--- src/hdl/grca_pkg.sv ---
// Shared types and constants for the ARGB horizontal Gaussian row filter.
// No dependencies; imported by every module of the block.
package grca_pkg;

  localparam int MAX_RADIUS    = 6;
  localparam int MAX_ROW_WIDTH = 4096;
  localparam int COEF_BITS     = 16;

  localparam int NUM_TAPS    = 2 * MAX_RADIUS + 1;
  localparam int PIX_BITS    = 32;
  localparam int CH_BITS     = 8;
  localparam int NUM_CH      = PIX_BITS / CH_BITS;
  localparam int WIN_BITS    = NUM_TAPS * PIX_BITS;
  localparam int RAD_BITS    = 3;
  localparam int COL_BITS    = 13;
  localparam int COEF_W      = 16;
  localparam int CFG_W       = 64;
  localparam int CFG_IDX_W   = 3;
  localparam int AGE_BITS    = $clog2(NUM_TAPS);
  localparam int PROD_BITS   = CH_BITS + COEF_W;
  localparam int GRP_TAPS    = 4;
  localparam int NUM_GRP     = (NUM_TAPS + GRP_TAPS - 1) / GRP_TAPS;
  localparam int GRP_BITS    = PROD_BITS + $clog2(GRP_TAPS);
  localparam int SUM_BITS    = PROD_BITS + $clog2(NUM_TAPS);
  localparam int QUEUE_DEPTH = 2;

  typedef enum logic [CFG_IDX_W-1:0] {
    REG_RADIUS    = 3'd0,
    REG_ROW_WIDTH = 3'd1,
    REG_TAPS_0_3  = 3'd2,
    REG_TAPS_4_7  = 3'd3,
    REG_TAPS_8_11 = 3'd4,
    REG_TAP_12    = 3'd5
  } cfg_reg_t;

  typedef logic [NUM_TAPS-1:0][COEF_W-1:0] coef_vec_t;

  typedef struct packed {
    logic [RAD_BITS-1:0] radius;
    logic [COL_BITS-1:0] last_col;
  } geom_t;

  typedef struct packed {
    logic [WIN_BITS-1:0] window;
    logic [AGE_BITS-1:0] col;
    logic [RAD_BITS-1:0] radius;
    logic [RAD_BITS-1:0] d_start;
    logic                last;
  } job_t;

endpackage

--- src/hdl/grca_queue.sv ---
// Two-entry job queue between the front end and the filter datapath.
// Depends on grca_pkg.
module grca_queue (
  input  logic           clk,
  input  logic           rst_n,
  input  logic           push,
  input  grca_pkg::job_t push_job,
  output logic           ready,
  input  logic           pop,
  output logic           head_valid,
  output grca_pkg::job_t head
);
  import grca_pkg::*;

  localparam int PTR_W = (QUEUE_DEPTH > 1) ? $clog2(QUEUE_DEPTH) : 1;
  localparam int CNT_W = $clog2(QUEUE_DEPTH + 1);

  job_t             mem [QUEUE_DEPTH];
  logic [PTR_W-1:0] wr_ptr_r, wr_ptr_nxt, rd_ptr_r, rd_ptr_nxt;
  logic [CNT_W-1:0] count_r, count_nxt;
  logic             do_push, do_pop;

  assign ready      = (count_r != CNT_W'(QUEUE_DEPTH));
  assign head_valid = (count_r != '0);
  assign head       = mem[rd_ptr_r];
  assign do_push    = push && ready;
  assign do_pop     = pop && head_valid;

  always_comb begin
    wr_ptr_nxt = wr_ptr_r;
    rd_ptr_nxt = rd_ptr_r;
    count_nxt  = count_r;
    if (do_push) begin
      wr_ptr_nxt = (wr_ptr_r == PTR_W'(QUEUE_DEPTH - 1)) ? '0 : wr_ptr_r + PTR_W'(1);
    end
    if (do_pop) begin
      rd_ptr_nxt = (rd_ptr_r == PTR_W'(QUEUE_DEPTH - 1)) ? '0 : rd_ptr_r + PTR_W'(1);
    end
    if (do_push && !do_pop) begin
      count_nxt = count_r + CNT_W'(1);
    end else if (do_pop && !do_push) begin
      count_nxt = count_r - CNT_W'(1);
    end
  end

  always_ff @(posedge clk) begin
    if (!rst_n) begin
      wr_ptr_r <= '0;
      rd_ptr_r <= '0;
      count_r  <= '0;
    end else begin
      wr_ptr_r <= wr_ptr_nxt;
      rd_ptr_r <= rd_ptr_nxt;
      count_r  <= count_nxt;
    end
  end

  always_ff @(posedge clk) begin
    if (do_push) begin
      mem[wr_ptr_r] <= push_job;
    end
  end

endmodule

--- config.mk ---
export PLATFORM = sky130hd
export DESIGN_NAME = grca_queue
export DESIGN_NICKNAME = d
export VERILOG_FILES = /design/src/hdl/grca_pkg.sv /design/src/hdl/grca_queue.sv
export SDC_FILE = /design/constraint.sdc
export NUM_CORES = 1
export LEC_CHECK = 0
export BUFFER_PORTS_ARGS = -buffer_cell sky130_fd_sc_hd__clkbuf_2
export CAP_MARGIN = 20
export CORE_ASPECT_RATIO = 1.2
export CORE_MARGIN = 8
export CORE_UTILIZATION = 27
export DETAILED_ROUTE_END_ITERATION = 8
export GPL_TIMING_DRIVEN = 0
export PLACE_DENSITY = 0.46
export SLEW_MARGIN = 20
export SYNTH_ARGS = -nofsm -noshare
export SYNTH_HDL_FRONTEND = slang
export SYNTH_SLANG_ARGS = --single-unit
--- constraint.sdc ---
create_clock -name clk -period 16.44 [get_ports clk]
set_input_delay 1.644 -clock clk [delete_from_list [all_inputs] [get_ports clk]]
set_output_delay 1.644 -clock clk [all_outputs]
set_load 0.01 [all_outputs]
==> metrics.md <==
| Metric | Value |
|---|---|
| Pin slew with the least headroom to its limit | `616.7 ps` |
| Cts repair resizes | `0` |
| Total CTS buffers | `90` |
| Register bit count reported by yosys | `859` |
| Die height | `388.1 um` |
| Die W | `326.1 um` |
| Post-synthesis sequential area ratio | `82.65%` |
| Maximum clock rate | `244.2 MHz` |
| Total grt overflow | `0` |
| Final setup viols | `0` |
| Post-Synthesis Cells | `1353` |
| Residual DRC | `0` |
| Post-synth cell types | `20` |
| R2R setup slack | `13310 ps` |
| Pwr/cell area | `156.6 nW/um^2` |
| Placed Instances | `3745` |
| All-Layer GR Usage | `13.71%` |
| Final Non-Filler Cells | `3923` |
| Max-slew headroom | `58.88%` |
| Worst Path Required | `14800 ps` |
| Hold_buf cts | `0` |
| Root Buffer | `clkbuf_16` |
| Post-CTS Setup Inserts | `0` |
| Row cnt | `136` |
| Vias in the first global route | `18230` |
| DR pass1 iterations | `4` |
| Max-slew violations | `0` |
| Top-Level Pins | `860` |
| Layout net count | `2751` |
| Port Buffer Count | `859` |
| Fin crit share | `24.91%` |
| Largest net degree at the start of global routing | `95` |
| Routed wire length | `89760 um` |
| Yosys warning count | `0` |
| Leakage | `15.09 nW` |
| Area growth from synthesis to layout | `30.35%` |
| DRT iter0 DRCs | `811` |
| Longest Clk Path Bufs | `3` |
| Critical Path AT | `2450 ps` |
| Num Clock Sinks | `859` |
| PnR Total Power | `6.359 mW` |
| Clock-pin slew on the worst setup and hold paths | `60 ps` |
| Half-perimeter wire length after placement | `68730 um` |
| Die area | `126500 sq um` |
| Initial antenna violation count | `40` |
| Worst skew pair latency | `680 ps` |
| CTS H-Tree Depth | `3` |
| VDD IR max | `0.09798 mV` |
| Min-delay worst type | `flop to flop` |
| Via count | `16400` |
| Startpoint types | `flop` |
| CTS tree | `built` |
| Status | `finished clean` |
| Final Cell Area | `40600 sq um` |
| First-pass GRT wire length | `127000 um` |
| Unrepaired setup endpoints after global routing | `false` |
| Maxcap violations | `0` |
| Post-route ant nets | `0` |
| Clk_skew | `33.80 ps` |
| Starting Density | `27.20%` |
| CP max FO | `10` |
| Core Box Area | `114500 sq um` |
| Fin crit period | `4095 ps` |
| Final Hold Fails | `0` |
| Crit Path Class | `flop to primary output` |
| Routed len/inst | `22.88 um` |
| Netlist Area Pre-Place | `31150 sq um` |
| Syn_nets | `1785` |
| Commonest non-fill, non-tap cell in the layout | `clkbuf_2` |
| Post-DP Area | `37730 sq um` |
| Syn_area_per_cell | `23.02 sq um` |
| Most frequent cells in the layout | `clkbuf_2 (859), edfxtp_1 (854), mux2_2 (397)` |
| Critical Path End Type | `primary output` |
| Via-per-instance ratio | `4.179` |
| Layout cells sized above 1 | `61.42%` |
| Placer Congestion | `0.8060` |
-- layout make-up --
cell class                 instances  area [sq um]
fill                           10900         73920
sequential                       859         25740
multi-input combinational        445          5057
timing repair buffer             874          4674
clock buffer                     114          2385
tap                             1518          1899
clock inverter                    49         445.4
buffer                            48         346.6
antenna                           15         37.54
inverter                           1         11.26
-- where the power goes --
group          switching [mW]  internal (mW)  leakage, nW
clock network           0.825           1.14         1.37
logic                   0.924          0.690         5.70
registers              0.0518           2.73         8.02
-- per-stage QoR --
step	TNS (ps)	setup WS, ps	util (%)	hold slack (ps)
2_1_floorplan	0	4213	-	482.6
3_3_place_gp	-810650	-1989	32.61	500.6
3_5_place_dp	0	12090	32.95	555.6
4_1_cts	0	12020	35.42	563.4
5_1_grt	0	12020	35.44	608.0
6_report	0	12340	35.45	564.7
-- worst paths after layout --
check / start / end / cells after the start
worst max-delay path: flop / head[117] / 5
worst max register to register: count_r[0] / mem[1][259] / 7
worst min-delay path: count_r[1] / count_r[1] / 2
worst min register to register: count_r[1] / count_r[1] / 2
-- sequential cells by signal (all words and copies together), names as in the netlist, named ones only --
name	cells
wr_ptr_r	1
rd_ptr_r	1
mem	854
count_r	2
-- kinds of logic (layout without fill, tap and decap cells) --
kind of cell	count (synthesis)	in the layout	synth area share, %
flops	859	859	82.65
compound gates	5	5	0.1125
fa+ha+maj	1	1	0.04016
other cells	0	15	0
buf+inv	49	1086	1.125
xor+xnor	3	3	0.08437
simple gates	9	9	0.1848
mux	427	427	15.80
-- cell usage after synthesis --
cell type | instances | area (sq um)
buf_6 | 5 | 56.30
ha_1 | 1 | 12.51
dfxtp_1 | 5 | 100.1
xnor2_1 | 2 | 17.52
buf_4 | 30 | 225.2
and2_1 | 4 | 25.02
nand2b_1 | 1 | 6.260
a21bo_2 | 1 | 10.01
inv_1 | 1 | 3.750
mux2_2 | 397 | 4471
or3_1 | 1 | 6.260
or2_2 | 1 | 6.260
o21ai_0 | 2 | 10.01
edfxtp_1 | 854 | 25640
nand3b_1 | 1 | 7.510
and3_1 | 1 | 6.260
a21boi_0 | 2 | 15.01
buf_2 | 13 | 65.06
xor2_1 | 1 | 8.760
mux2_4 | 30 | 450.4
-- critical path, cell delays in order, from the launching register on --
cell and delay [ps]:
dfxtp_1 310, buf_2 140, buf_2 390, buf_4 370, mux2_2 370, clkbuf_2 180
-- per-layer routing --
layer	vias up	share of wire, %	global-route usage (%)
li1	7401	-	-
met1	8126	34	13.59
met2	694	50	23.50
met3	147	13	7.728
met4	28	3.0	5.720
met5	-	0.22	0
Note: power is estimated with default switching activity, not from simulation.
