File: config.mk
export PLATFORM = sky130hd
export DESIGN_NAME = grca_front
export DESIGN_NICKNAME = d
export VERILOG_FILES = /design/src/hdl/grca_pkg.sv /design/src/hdl/grca_front.sv
export SDC_FILE = /design/constraint.sdc
export NUM_CORES = 1
export LEC_CHECK = 0
export ABC_AREA = 1
export BUFFER_PORTS_ARGS = -buffer_cell sky130_fd_sc_hd__buf_2
export CELL_PAD_IN_SITES_DETAIL_PLACEMENT = 0
export CELL_PAD_IN_SITES_GLOBAL_PLACEMENT = 1
export CORE_MARGIN = 4
export CORE_UTILIZATION = 40
export CTS_BUF_LIST = sky130_fd_sc_hd__clkbuf_8 sky130_fd_sc_hd__clkbuf_16
export DETAILED_ROUTE_END_ITERATION = 6
export PLACE_DENSITY_LB_ADDON = 0.1
export SYNTH_ARGS = -nofsm -noshare
export SYNTH_HDL_FRONTEND = slang
export SYNTH_SLANG_ARGS = --single-unit
File: constraint.sdc
create_clock -name clk -period 7.6 [get_ports clk]
set_clock_uncertainty 0.1 [all_clocks]
set_input_delay 1.52 -clock clk [delete_from_list [all_inputs] [get_ports clk]]
set_output_delay 1.52 -clock clk [all_outputs]
set_load 0.01 [all_outputs]
File: src/hdl/grca_pkg.sv
// Shared types and constants for the ARGB horizontal Gaussian row filter.
// No dependencies; imported by every module of the block.
package grca_pkg;

  localparam int MAX_RADIUS    = 6;
  localparam int MAX_ROW_WIDTH = 4096;
  localparam int COEF_BITS     = 16;

  localparam int NUM_TAPS    = 2 * MAX_RADIUS + 1;
  localparam int PIX_BITS    = 32;
  localparam int CH_BITS     = 8;
  localparam int NUM_CH      = PIX_BITS / CH_BITS;
  localparam int WIN_BITS    = NUM_TAPS * PIX_BITS;
  localparam int RAD_BITS    = 3;
  localparam int COL_BITS    = 13;
  localparam int COEF_W      = 16;
  localparam int CFG_W       = 64;
  localparam int CFG_IDX_W   = 3;
  localparam int AGE_BITS    = $clog2(NUM_TAPS);
  localparam int PROD_BITS   = CH_BITS + COEF_W;
  localparam int GRP_TAPS    = 4;
  localparam int NUM_GRP     = (NUM_TAPS + GRP_TAPS - 1) / GRP_TAPS;
  localparam int GRP_BITS    = PROD_BITS + $clog2(GRP_TAPS);
  localparam int SUM_BITS    = PROD_BITS + $clog2(NUM_TAPS);
  localparam int QUEUE_DEPTH = 2;

  typedef enum logic [CFG_IDX_W-1:0] {
    REG_RADIUS    = 3'd0,
    REG_ROW_WIDTH = 3'd1,
    REG_TAPS_0_3  = 3'd2,
    REG_TAPS_4_7  = 3'd3,
    REG_TAPS_8_11 = 3'd4,
    REG_TAP_12    = 3'd5
  } cfg_reg_t;

  typedef logic [NUM_TAPS-1:0][COEF_W-1:0] coef_vec_t;

  typedef struct packed {
    logic [RAD_BITS-1:0] radius;
    logic [COL_BITS-1:0] last_col;
  } geom_t;

  typedef struct packed {
    logic [WIN_BITS-1:0] window;
    logic [AGE_BITS-1:0] col;
    logic [RAD_BITS-1:0] radius;
    logic [RAD_BITS-1:0] d_start;
    logic                last;
  } job_t;

endpackage

File: src/hdl/grca_front.sv
// Front end: takes pixels, keeps the pixel window and column, and queues filter jobs.
// Depends on grca_pkg.
module grca_front (
  input  logic           clk,
  input  logic           rst_n,
  input  grca_pkg::geom_t geom,
  input  logic           in_valid,
  output logic           in_ready,
  input  logic [31:0]    in_argb_in,
  input  logic           q_ready,
  output logic           q_push,
  output grca_pkg::job_t q_job
);
  import grca_pkg::*;

  logic [WIN_BITS-1:0] window_r, window_nxt;
  logic [COL_BITS-1:0] col_r, col_nxt;
  logic                accept, last, produce;
  logic [COL_BITS-1:0] rad_ext;

  assign in_ready = q_ready;
  assign accept   = in_valid && in_ready;
  assign rad_ext  = COL_BITS'(geom.radius);
  assign last     = (col_r >= geom.last_col);
  assign produce  = last || (col_r >= rad_ext);
  assign window_nxt = {in_argb_in, window_r[WIN_BITS-1:PIX_BITS]};

  always_comb begin
    q_job.window = window_nxt;
    q_job.col    = (col_r > COL_BITS'(NUM_TAPS - 1)) ? AGE_BITS'(NUM_TAPS - 1)
                                                      : col_r[AGE_BITS-1:0];
    q_job.radius = geom.radius;
    q_job.last   = last;
    if (last && (col_r < rad_ext)) begin
      q_job.d_start = col_r[RAD_BITS-1:0];
    end else begin
      q_job.d_start = geom.radius;
    end
    q_push = accept && produce;
  end

  always_comb begin
    col_nxt = col_r;
    if (accept) begin
      col_nxt = last ? '0 : col_r + COL_BITS'(1);
    end
  end

  always_ff @(posedge clk) begin
    if (!rst_n) begin
      col_r <= '0;
    end else begin
      col_r <= col_nxt;
    end
  end

  always_ff @(posedge clk) begin
    if (accept) begin
      window_r <= window_nxt;
    end
  end

endmodule

==> metrics.md <==
| Metric | Value |
|---|---|
| Final Routed Wirelength | 30.7 mm |
| Critical path class | in2out |
| Initial core utilization | 0.410 |
| Largest net degree at the start of global routing | 143 |
| R2R depth | 11 |
| GRT Total Usage | 0.163 |
| Hold crit path type | reg2reg |
| Max VDD drop | 136 uV |
| Final worst-path cycle share | 0.589 |
| Reg-to-reg endpoint | col_r[0] |
| Clk sinks | 397 |
| Main combinational cell family by area after synthesis | simple AND/OR/NAND/NOR gates |
| Worst Path Max Fanout | 7 |
| Crit path required time | 5980 ps |
| PwrDens | 270 nW/um2 |
| Area leader, netlist | edfxtp_1 |
| # port buffers | 480 |
| FF-to-FF Start | col_r[0] |
| Initial antenna violation count | 0 |
| Synth Area in Adders | 0.0172 |
| Xor/xnor share of the synthesized area | 0.00402 |
| Hold wc startpoint | window_r[307] |
| Fin Setup TNS | 0 ps |
| Clk Latency, worst-skew pair | 510 ps |
| Hold EP | window_r[275] |
| R2R setup slack | 5710 ps |
| Ys Warns | 0 |
| Max Fclk | 0.224 GHz |
| Buf+Inv Stages, Crit Path | 3 |
| Final antenna-violating net count | 0 |
| Die H | 189 um |
| Synthesized cell area | 13100 um2 |
| Slowest cell on crit path | ha_1 |
| Clk buf depth | 3 |
| Global-route wire length before repair | 43.6 mm |
| Initial DRC count | 337 |
| Row Count | 65 |
| CTS tree | yes |
| Cell count after synthesis | 611 |
| Die area | 35600 um2 |
| Number of max-cap violations | 0 |
| Post-CTS Setup Inserts | 0 |
| CP top delay family | simple AND/OR/NAND/NOR gates |
| CTS buffer count | 42 |
| Post-Synth Simple-Gate Area | 0.0397 |
| Final Critical Period | 4470 ps |
| Die width | 189 um |
| DR pass1 iterations | 4 |
| Ant diodes | 0 |
| Nets | 1171 |
| Layout cells sized above 1 | 0.493 |
| Worst-margin pin slew | 1050 ps |
| Post-cts resize count | 0 |
| Hold buffers post-CTS | 0 |
| Netlist cell types | 26 |
| Core box area | 31900 um2 |
| Final setup vio count | 0 |
| Clock slew at reported path FFs | 60 ps |
| Post-synth net total | 681 |
| Area growth syn-to-layout | 30.1% |
| Slew Limit Fails | 0 |
| Rel. slew slack | 0.299 |
| Register area share after synthesis | 0.902 |
| Outcome | finished clean |
| Avg WL per Cell | 19.6 um |
| Crit-path most repeated cell | nand2_1 |
| Placed instance area | 15800 um2 |
| Worst hold stages | 0 |
| Remaining global-route overflow | 0 |
| Critical Path Max Stage Delay | 300 ps |
| Design Area, Final | 17000 um2 |
| Vias in the first global route | 6617 |
| CP startpoint kind | primary input |
| Clk root buf | clkbuf_16 |
| Static Leakage | 6.81 nW |
| Syn Area/Cell | 21.4 um2 |
| Register bit total from synthesis | 397 |
| Post-synth top area share | 0.882 |
| Post-DP HPWL | 23.3 mm |
| Global placer's final weighted congestion | 0.764 |
| Top-Level Pins | 481 |
| Critical Path AT | 2850 ps |
| Mux contribution to synthesized area | 0 |
| CP Capture Type | primary output |
| Vias/cell | 4.36 |
| Post-route DRC violation count | 0 |
| Crit path cell chain | buf_2 -> inv_1 -> ha_1 -> nand2_1 -> nor2_2 -> nand2_1 -> nor2_1 -> nand2_1 -> nand3_4 -> nand2_1 -> nand2_1 -> nand2_1 -> buf_2 |
| Main area contributors after synthesis | edfxtp_1 (88%), buf_4 (2.1%), dfxtp_1 (2.0%) |
| Unrepaired setup endpoints after global routing | false |
| Hold Vio Cnt, Final | 0 |
| H-Tree Depth | 2 |
| Vias | 6825 |
| Compound-Gate Fraction of Synth Area | 0.00498 |
==> power by group <==
part	leakage [nW]	total [mW]	switching (mW)	internal (mW)
clock network	0.652	1.85	0.763	1.08
registers	3.71	2.52	0.0334	2.49
logic	2.45	0.219	0.148	0.0715
==> how the worst max path moves through the flow <==
stage,start,end,cells past startpoint
after detailed placement,geom[12],q_job[2],13
final,geom[12],q_job[2],13
after CTS,geom[12],q_job[2],13
after global placement,geom[12],q_job[1],13
after global routing,geom[12],q_job[2],13
after floorplan,in_valid,col_r[7],6
==> routing by layer <==
layer / vias up / part of all wire / GRT usage
met4: 0 / 0.020 / 0.0437
li1: 3232 / - / -
met5: - / 0 / 0
met3: 45 / 0.089 / 0.0576
met2: 285 / 0.53 / 0.303
met1: 3263 / 0.36 / 0.178
==> cell usage in the layout (no fill, tap or decap), drive strengths merged <==
| cell | instances |
|---|---|
| edfxtp | 384 |
| nor4 | 1 |
| or2 | 2 |
| a21oi | 4 |
| nand4 | 3 |
| buf | 484 |
| dfxtp | 13 |
| and2 | 1 |
| nor2 | 36 |
| nand2 | 48 |
| inv | 46 |
| ha | 18 |
| clkinv | 13 |
| xnor2 | 1 |
| clkinvlp | 1 |
| o21ai | 9 |
| bufinv | 2 |
| nor3 | 1 |
| clkbuf | 43 |
| nand3 | 13 |
| xor2 | 5 |
| nand3b | 1 |
==> per-stage QoR <==
stage	setup WS [ps]	instances	power, mW	hold slack, ps	utilization
global route	2910	1564	4.77	341	0.534
finish	3130	1564	4.59	325	0.534
detailed placement	3120	1492	2.80	326	0.494
floorplan	688	611	2.69	399	-
CTS	3110	1564	4.66	321	0.534
global placement	3120	1492	2.79	323	0.494
==> flip-flops by register name, indices dropped and copies added (netlist names) <==
name / flops
col_r: 13
window_r: 384
==> area by class of cell <==
class | count | area, um2
fill | 2726 | 14900
sequential | 397 | 11800
timing repair buffer | 484 | 2430
clock buffer | 43 | 1080
multi-input combinational | 143 | 862
tap | 435 | 544
clock inverter | 29 | 176
inverter | 33 | 131
==> synthesized netlist by cell type, drive strengths merged <==
master and count:
edfxtp 384, nor2 36, xnor2 1, or2 2, a21oi 4, nor4 1, nand4 3, nand3 13
buf 38, nand3b 1, inv 33, nand2 48, and2 1, o21ai 9, ha 18, xor2 5
dfxtp 13, nor3 1
==> logic make-up after synthesis <==
| logic type | count (synthesis) |
|---|---|
| AO/OA/AOI/OAI | 13 |
| XOR/XNOR | 6 |
| adder cells (fa/ha/maj) | 18 |
| buffers and inverters | 71 |
| flip-flops | 397 |
| AND/OR/NAND/NOR | 106 |
No activity file was read; power rests on OpenSTA's default activity.
